==> config.mk <==
export PLATFORM = sky130hd
export DESIGN_NAME = tsd_mul
export DESIGN_NICKNAME = d
export VERILOG_FILES = /design/src/hdl/tsd_mul.sv
export SDC_FILE = /design/constraint.sdc
export NUM_CORES = 1
export LEC_CHECK = 0
export BUFFER_PORTS_ARGS = -buffer_cell sky130_fd_sc_hd__buf_4
export CAP_MARGIN = 20
export CORE_MARGIN = 8
export CORE_UTILIZATION = 66
export DETAILED_ROUTE_END_ITERATION = 10
export GPL_ROUTABILITY_DRIVEN = 0
export GPL_TIMING_DRIVEN = 0
export PLACE_DENSITY = 0.81
export SLEW_MARGIN = 30
export SYNTH_ARGS = -nofsm -noshare
export SYNTH_HDL_FRONTEND = slang
export SYNTH_SLANG_ARGS = --single-unit
==> constraint.sdc <==
create_clock -name clk_i -period 16.4 [get_ports clk_i]
set_input_delay 0.82 -clock clk_i [delete_from_list [all_inputs] [get_ports clk_i]]
set_output_delay 0.82 -clock clk_i [all_outputs]
set_load 0.02 [all_outputs]
==> src/hdl/tsd_mul.sv <==
// Four-stage unsigned multiplier: four half-width partial products, then
// round half up, shift right and saturate. Carries a side word along.
`default_nettype none

module tsd_mul #(
  parameter int unsigned AW  = 16,
  parameter int unsigned BW  = 16,
  parameter int unsigned SH  = 8,
  parameter int unsigned OW  = 24,
  parameter int unsigned SDW = 8
) (
  input  wire logic           clk_i,
  input  wire logic           rst_ni,
  input  wire logic           en_i,
  input  wire logic           valid_i,
  input  wire logic [AW-1:0]  a_i,
  input  wire logic [BW-1:0]  b_i,
  input  wire logic [SDW-1:0] side_i,
  output logic                valid_o,
  output logic [OW-1:0]       p_o,
  output logic [SDW-1:0]      side_o
);

  localparam int unsigned HA  = (AW + 1) / 2;
  localparam int unsigned HB  = (BW + 1) / 2;
  localparam int unsigned PRW = AW + BW + 1;
  localparam logic [PRW-1:0] RND = PRW'(1) << (SH - 1);

  logic v1_q, v2_q, v3_q, v4_q;
  logic [AW-1:0]  a1_q;
  logic [AW-1:HA] a2_q, a3_q;
  logic [BW-1:0]  b1_q, b2_q;
  logic [BW-1:HB] b3_q;
  logic [SDW-1:0] s1_q, s2_q, s3_q, s4_q;
  logic [PRW-1:0] acc1_q, acc2_q, acc3_q;
  logic [PRW-1:0] acc1_d, acc2_d, acc3_d, acc4;
  logic [PRW-1:0] shv;
  logic [OW-1:0]  p_d, p_q;
  logic           ovf;

  logic [HA+HB-1:0]           pp0;
  logic [HA+BW-HB-1:0]        pp1;
  logic [AW-HA+HB-1:0]        pp2;
  logic [AW-HA+BW-HB-1:0]     pp3;

  assign pp0    = a_i[HA-1:0] * b_i[HB-1:0];
  assign acc1_d = PRW'(pp0);
  assign pp1    = a1_q[HA-1:0] * b1_q[BW-1:HB];
  assign acc2_d = acc1_q + (PRW'(pp1) << HB);
  assign pp2    = a2_q * b2_q[HB-1:0];
  assign acc3_d = acc2_q + (PRW'(pp2) << HA);
  assign pp3    = a3_q * b3_q;
  assign acc4   = acc3_q + (PRW'(pp3) << (HA + HB)) + RND;
  assign shv    = acc4 >> SH;
  assign ovf    = |(shv >> OW);
  assign p_d    = ovf ? '1 : OW'(shv);

  always_ff @(posedge clk_i or negedge rst_ni) begin
    if (!rst_ni) begin
      v1_q <= 1'b0;
      v2_q <= 1'b0;
      v3_q <= 1'b0;
      v4_q <= 1'b0;
    end else if (en_i) begin
      v1_q <= valid_i;
      v2_q <= v1_q;
      v3_q <= v2_q;
      v4_q <= v3_q;
    end
  end

  always_ff @(posedge clk_i) begin
    if (en_i) begin
      a1_q   <= a_i;
      b1_q   <= b_i;
      s1_q   <= side_i;
      acc1_q <= acc1_d;
      a2_q   <= a1_q[AW-1:HA];
      b2_q   <= b1_q;
      s2_q   <= s1_q;
      acc2_q <= acc2_d;
      a3_q   <= a2_q;
      b3_q   <= b2_q[BW-1:HB];
      s3_q   <= s2_q;
      acc3_q <= acc3_d;
      p_q    <= p_d;
      s4_q   <= s3_q;
    end
  end

  assign valid_o = v4_q;
  assign p_o     = p_q;
  assign side_o  = s4_q;

endmodule

`default_nettype wire

* After elaboration in Yosys (flattened, before gate mapping)
Cells that the tools add are included.
** Word-level totals
- Register bits after elaboration :: 214
- Input bits :: 44
- Output and inout bits :: 33
** Operators by class
- $add $sub $neg :: 4
- Multiply operators :: 4
** Operator list (count)
- 8-bit by 8-bit multiplier with 16-bit output :: 4
- 33-bit by 24-bit adder with 33-bit output :: 1
- 33-bit by 32-bit adder with 33-bit output :: 1
- 33-bit by 8-bit adder with 33-bit output (second input constant) :: 1
- 16-bit by 24-bit adder with 25-bit output :: 1

* Logic depth before layout (Yosys ltp)
- Depth in word-level cells :: 3
- Mapped depth :: 24
- Mapped depth without buffers :: 24

* Least setup slack after synthesis
OpenSTA, ideal clock, no wires.
- Path kind :: reg-to-reg
- From :: register a2_q[9] (netlist name)
- To :: register acc3_q[24], data pin
- Data arrival time :: 5.164 ns
- Required time :: 16.138 ns
- Slack :: 10.974 ns
- Stages on the path, launching flop included :: 22
- Buffers on the path :: 0
- Clock period less this slack :: 5.426 ns
- Cell sequence :: edfxtp_1 -> and2_1 -> fa_1 -> fa_1 -> inv_1 -> fa_1 -> fa_1 -> inv_1 -> ha_1 -> nor2b_1 -> o21a_1 -> nor2_1 -> xnor2_1 -> ha_1 -> a21o_1 -> a21oi_1 -> nand2_1 -> o211a_1 -> o21a_1 -> o31ai_1 -> a21oi_1 -> xor2_1
** Between the ends
- Word-level cells in the longest chain between the ends :: 2
** RTL lines
- start: declaration :: line 31 : logic [AW-1:HA] a2_q, a3_q;
- start signal: assignment :: line 78 : a2_q <= a1_q[AW-1:HA];
- 8-bit by 8-bit multiplier with 16-bit output :: line 50 : assign pp2 = a2_q * b2_q[HB-1:0];
- 33-bit by 24-bit adder with 33-bit output :: line 51 : assign acc3_d = acc2_q + (PRW'(pp2) << HA);
- net acc3_d[24] :: line 36 : logic [PRW-1:0] acc1_d, acc2_d, acc3_d, acc4;
- end signal: assignment :: line 85 : acc3_q <= acc3_d;
- end: declaration :: line 35 : logic [PRW-1:0] acc1_q, acc2_q, acc3_q;
The timed path passes the listed nets, and every way through them passes these cells.
A chain may end at the register's enable or synchronous reset.

* Final worst setup path
Same ends and word-level chain as after synthesis.

==> metrics.txt <==
# TYPE chip_impl_metric gauge
chip_impl_metric{name="synthesis.area_per_instance",unit="um^2"} 11.1
chip_impl_metric{name="vias_in_the_first_global_route",unit=""} 10535
chip_impl_metric{name="pwr_density_cell",unit="nW/um^2"} 191
chip_impl_metric{name="diodes",unit=""} 0
chip_impl_metric{name="worst_pin_slew",unit="ns"} 0.663
chip_impl_metric{name="hpwl",unit="um"} 22800
chip_impl_metric{name="async_flop_share",unit="%"} 2.25
chip_impl_metric{name="cap_viol_max_count",unit=""} 0
chip_impl_metric{name="cp_slowest_stage_delay",unit="ns"} 0.55
chip_impl_metric{name="routedWlPerCell",unit="um"} 15.8
chip_impl_metric{name="power.leakage",unit="uW"} 0.00790
chip_impl_info{name="grt_setup_unrepaired",value="no"} 1
chip_impl_metric{name="synthesized_area_fraction_occupied_by_ao_oa_aoi_and_oai_cells",unit="%"} 6.22
chip_impl_metric{name="cts.sinks",unit=""} 178
chip_impl_metric{name="maxSlewViolCount",unit=""} 0
chip_impl_metric{name="cts_resized",unit=""} 0
chip_impl_info{name="timing.critical_path.mode_cell",value="sky130_fd_sc_hd__fa_1"} 1
chip_impl_metric{name="ys_types",unit=""} 69
chip_impl_info{name="setup.worst_path.end_class",value="register"} 1
chip_impl_info{name="holdCritPathClass",value="input pin to asynchronous set/reset pin"} 1
chip_impl_metric{name="critPathArrivalTime",unit="ns"} 6.35
chip_impl_metric{name="post_route_cells_drive_above_1_share",unit="%"} 10.2
chip_impl_metric{name="synthesis.area",unit="um^2"} 15500
chip_impl_metric{name="max_freq",unit="MHz"} 162
chip_impl_metric{name="yosys_warnings",unit=""} 0
chip_impl_metric{name="skew",unit="ns"} 0.0123
chip_impl_metric{name="relSlewSlack",unit="%"} 55.8
chip_impl_metric{name="cts.repair_timing.setup_buffer_count",unit=""} 0
chip_impl_metric{name="maximum_number_of_pins_on_one_net_before_global_route_repair",unit=""} 92
chip_impl_metric{name="initial_utilization",unit="%"} 66.4
chip_impl_metric{name="postSynthCellCount",unit=""} 1394
chip_impl_metric{name="h-tree-depth",unit=""} 4
chip_impl_metric{name="num_vias",unit=""} 9905
chip_impl_metric{name="layout.cell_area.non_filler",unit="um^2"} 17000
chip_impl_metric{name="finalSetupViolCount",unit=""} 0
chip_impl_metric{name="drt_pre_antenna_iters",unit=""} 5
chip_impl_info{name="dominant_delay_contributor_by_cell_family_on_the_critical_path",value="adder cells"} 1
chip_impl_metric{name="dieArea",unit="um^2"} 28600
chip_impl_metric{name="fin_crit",unit="ns"} 6.18
chip_impl_metric{name="io_pins",unit=""} 77
chip_impl_info{name="run_status",value="finished, final reports clean"} 1
chip_impl_metric{name="critical_path_required",unit="ns"} 16.57
chip_impl_metric{name="path_clk_slew",unit="ns"} 0.07
chip_impl_metric{name="dieWidth",unit="um"} 169
chip_impl_metric{name="clk-insertion-delay-late",unit="ns"} 0.43
chip_impl_metric{name="detail-route-antenna-nets",unit=""} 0
chip_impl_metric{name="route.detailed.drc",unit=""} 0
chip_impl_metric{name="synth_sequential_area_ratio",unit="%"} 34.5
chip_impl_metric{name="buffers_added_on_ports",unit=""} 76
chip_impl_metric{name="fp.dieH",unit="um"} 169
chip_impl_metric{name="cts_inserted_buffers",unit=""} 17
chip_impl_info{name="cts.root.buffer_cell",value="sky130_fd_sc_hd__clkbuf_16"} 1
chip_impl_info{name="cell_with_the_biggest_individual_delay_on_the_critical_path",value="sky130_fd_sc_hd__fa_1"} 1
chip_impl_metric{name="rows",unit=""} 56
chip_impl_metric{name="postPlaceCellArea",unit="um^2"} 16500
chip_impl_info{name="crit_path_start_kind",value="register"} 1
chip_impl_metric{name="core_area",unit="um^2"} 23300
chip_impl_metric{name="synthesis_to_layout_area_growth",unit="%"} 10.3
chip_impl_info{name="timing_worst_setup_path_type",value="register to register"} 1
chip_impl_metric{name="via_per_inst",unit=""} 5.44
chip_impl_metric{name="synth-edff-count",unit=""} 174
chip_impl_metric{name="detailedRoute.firstIterationViolations",unit=""} 547
chip_impl_metric{name="finalHoldViolCount",unit=""} 0
chip_impl_metric{name="path_max_fanout",unit=""} 9
chip_impl_metric{name="worst-path-buf-inv",unit=""} 2
chip_impl_metric{name="ys_ff_latch",unit=""} 178
chip_impl_metric{name="post_synth_and_or_nand_nor_area_fraction",unit="%"} 15.2
chip_impl_info{name="cts_tree",value="done"} 1
chip_impl_metric{name="cp_depth",unit=""} 21
chip_impl_metric{name="synth_fp_nets",unit=""} 1760
chip_impl_metric{name="synth-xor-area-share",unit="%"} 4.87
chip_impl_metric{name="final.setup.tns",unit="ns"} 0
chip_impl_info{name="critical_path.cell_chain",value="and2_1 > fa_1 > fa_1 > inv_1 > fa_1 > fa_1 > inv_1 > ha_1 > nor2b_1 > o21a_1 > nor2_1 > xnor2_1 > ha_1 > a21o_1 > a21oi_1 > nand2_1 > o211a_1 > o21a_1 > o31ai_1 > a21oi_1 > xor2_1"} 1
chip_impl_metric{name="adder_and_majority_cell_fraction_of_the_synthesized_area",unit="%"} 33.1
chip_impl_info{name="synth_top_family_by_area",value="adder cells"} 1
chip_impl_metric{name="cts_hold_buffers",unit=""} 0
chip_impl_metric{name="final_min_period_over_clock_period",unit="%"} 37.7
chip_impl_metric{name="grt-ovfl-total",unit=""} 0
chip_impl_metric{name="totalWireLength",unit="um"} 28800
chip_impl_metric{name="grt_first_pass_wirelength",unit="um"} 49100
chip_impl_metric{name="maximum_resistive_drop_on_vdd",unit="mV"} 0.124
chip_impl_metric{name="clockBufferDepth",unit=""} 2
chip_impl_metric{name="grt.total_usage",unit="%"} 21.2
chip_impl_info{name="synth_ff_type",value="sky130_fd_sc_hd__edfxtp_1"} 1
chip_impl_metric{name="mux_cell_area_share_after_synthesis",unit="%"} 0.421
chip_impl_metric{name="nNetsFinal",unit=""} 1856
chip_impl_metric{name="reg2regPathDepth",unit=""} 21
chip_impl_metric{name="number_of_antenna_violations_at_the_first_check_in_global_routing",unit=""} 0
-- cell families after synthesis --
logic type      Yosys count
xor+xnor                 86
flops                   178
mux                       6
simple gates            438
fa+ha+maj               322
buf+inv                 227
compound gates          137
-- worst reg2reg max path: stages (launching register included) --
cell and delay [ns]:
sky130_fd_sc_hd__edfxtp_1 0.54, sky130_fd_sc_hd__and2_1 0.25, sky130_fd_sc_hd__fa_1 0.47, sky130_fd_sc_hd__fa_1 0.55
sky130_fd_sc_hd__inv_1 0.05, sky130_fd_sc_hd__fa_1 0.48, sky130_fd_sc_hd__fa_1 0.55, sky130_fd_sc_hd__inv_1 0.04
sky130_fd_sc_hd__ha_1 0.32, sky130_fd_sc_hd__nor2b_1 0.15, sky130_fd_sc_hd__o21a_1 0.19, sky130_fd_sc_hd__nor2_1 0.13
sky130_fd_sc_hd__xnor2_1 0.20, sky130_fd_sc_hd__ha_1 0.35, sky130_fd_sc_hd__a21o_1 0.17, sky130_fd_sc_hd__a21oi_1 0.33
sky130_fd_sc_hd__nand2_1 0.09, sky130_fd_sc_hd__o211a_1 0.24, sky130_fd_sc_hd__o21a_1 0.19, sky130_fd_sc_hd__o31ai_1 0.30
sky130_fd_sc_hd__a21oi_1 0.14, sky130_fd_sc_hd__xor2_1 0.18
-- metrics by stage --
| step | worst slack [ns] | std cells | total power, uW | util [%] | hold slack (ns) |
|---|---|---|---|---|---|
| 2_1_floorplan | 10.97 | 1394 | 2400 | - | 0.400 |
| 3_3_place_gp | 10.33 | 1789 | 2770 | 70.6 | 0.400 |
| 5_1_grt | 9.83 | 1822 | 3560 | 73.3 | 0.156 |
| 4_1_cts | 10.21 | 1822 | 3280 | 73.3 | 0.158 |
| 3_5_place_dp | 10.23 | 1790 | 2850 | 70.7 | 0.405 |
| 6_report | 10.22 | 1822 | 3260 | 73.3 | 0.170 |
-- layer usage --
metal  part of all wire (%)  global-route usage, %  vias to the layer above
met3                    3.3                   2.77                       50
met2                     52                   38.6                      205
met4                    2.6                   7.96                        0
met1                     42                   25.1                     4854
met5                      0                      0                        -
li1                       -                      -                     4796
-- worst paths after layout --
check                             end    start  slack (ns)
min in group clk_i            s3_q[7]  s2_q[7]        0.42
min reg2reg                   s3_q[7]  s2_q[7]        0.42
max                        acc3_q[24]  a2_q[9]       10.22
min                              v3_q   rst_ni        0.17
max in group asynchronous        v1_q   rst_ni       16.13
max reg2reg                acc3_q[24]  a2_q[9]       10.22
-- power breakdown --
part / total, uW / switching (uW) / internal, uW
clock network: 412 / 181 / 231
registers: 779 / 61.4 / 718
logic: 2070 / 1150 / 918
total: 3260 / 1390 / 1870
-- cells in the mapped netlist (2+ instances only) --
library cell / instances / area (um^2)
sky130_fd_sc_hd__nor4_1: 2 / 12.5
sky130_fd_sc_hd__dfrtp_1: 4 / 100
sky130_fd_sc_hd__or3_1: 2 / 12.5
sky130_fd_sc_hd__ha_1: 177 / 2210
sky130_fd_sc_hd__buf_6: 4 / 45.0
sky130_fd_sc_hd__nor2_1: 64 / 240
sky130_fd_sc_hd__or2_4: 2 / 17.5
sky130_fd_sc_hd__and3_1: 5 / 31.3
sky130_fd_sc_hd__xnor2_1: 52 / 455
sky130_fd_sc_hd__nand2_2: 17 / 106
sky130_fd_sc_hd__o41ai_2: 2 / 32.5
sky130_fd_sc_hd__a21o_1: 14 / 105
sky130_fd_sc_hd__nor2b_1: 11 / 68.8
sky130_fd_sc_hd__a21oi_1: 39 / 195
sky130_fd_sc_hd__nand3_1: 15 / 75.1
sky130_fd_sc_hd__o21ai_1: 2 / 10.0
sky130_fd_sc_hd__a31oi_1: 3 / 18.8
sky130_fd_sc_hd__fa_1: 145 / 2900
sky130_fd_sc_hd__o31ai_1: 2 / 15.0
sky130_fd_sc_hd__a21oi_2: 2 / 17.5
sky130_fd_sc_hd__nor3_1: 22 / 110
sky130_fd_sc_hd__o21ai_0: 17 / 85.1
sky130_fd_sc_hd__edfxtp_1: 174 / 5230
sky130_fd_sc_hd__nand2b_1: 8 / 50.1
sky130_fd_sc_hd__o21bai_1: 8 / 60.1
sky130_fd_sc_hd__o21ai_2: 3 / 26.3
sky130_fd_sc_hd__clkbuf_1: 2 / 7.51
sky130_fd_sc_hd__a211oi_1: 10 / 75.1
sky130_fd_sc_hd__xor2_1: 34 / 298
sky130_fd_sc_hd__mux2_2: 4 / 45.0
sky130_fd_sc_hd__o21a_1: 15 / 113
sky130_fd_sc_hd__inv_1: 221 / 830
sky130_fd_sc_hd__mux2i_1: 2 / 20.0
sky130_fd_sc_hd__nand2_1: 91 / 342
sky130_fd_sc_hd__nand4_1: 4 / 25.0
sky130_fd_sc_hd__and2_1: 180 / 1130
sky130_fd_sc_hd__or2_2: 3 / 18.8
-- registers in the layout (all words and copies together) (netlist names), 8 cells and up --
register	count
s3_q	8
b3_q	8
acc2_q	18
acc3_q	19
p_o	24
a3_q	8
b2_q	16
a2_q	8
acc1_q	9
b1_q	16
side_o	8
a1_q	16
s2_q	8
s1_q	8
-- placed cells by master (no fill, tap or decap), types with 15 or more instances in the layout --
master                      netlist  routed
sky130_fd_sc_hd__and2_1         180     180
sky130_fd_sc_hd__clkbuf_16        0      17
sky130_fd_sc_hd__a21oi_1         39      39
sky130_fd_sc_hd__ha_1           177     177
sky130_fd_sc_hd__fa_1           145     145
sky130_fd_sc_hd__xnor2_1         52      52
sky130_fd_sc_hd__buf_4            0      75
sky130_fd_sc_hd__nand2_1         91      91
sky130_fd_sc_hd__nand3_1         15      15
sky130_fd_sc_hd__nand2_2         17      17
sky130_fd_sc_hd__nor3_1          22      22
sky130_fd_sc_hd__xor2_1          34      34
sky130_fd_sc_hd__nor2_1          64      64
sky130_fd_sc_hd__o21a_1          15      15
sky130_fd_sc_hd__o21ai_0         17      17
sky130_fd_sc_hd__edfxtp_1       174     174
sky130_fd_sc_hd__inv_1          221     221
-- cell type report --
type	instances	area [um^2]
Clock buffer	19	443
Inverter	221	830
Sequential cell	178	5330
Tap cell	319	399
Fill cell	1607	6210
Timing Repair Buffer	77	606
Buffer	6	52.6
Clock inverter	13	150
Multi-Input combinational cell	989	9240
Power figures use the tool's default switching activity.
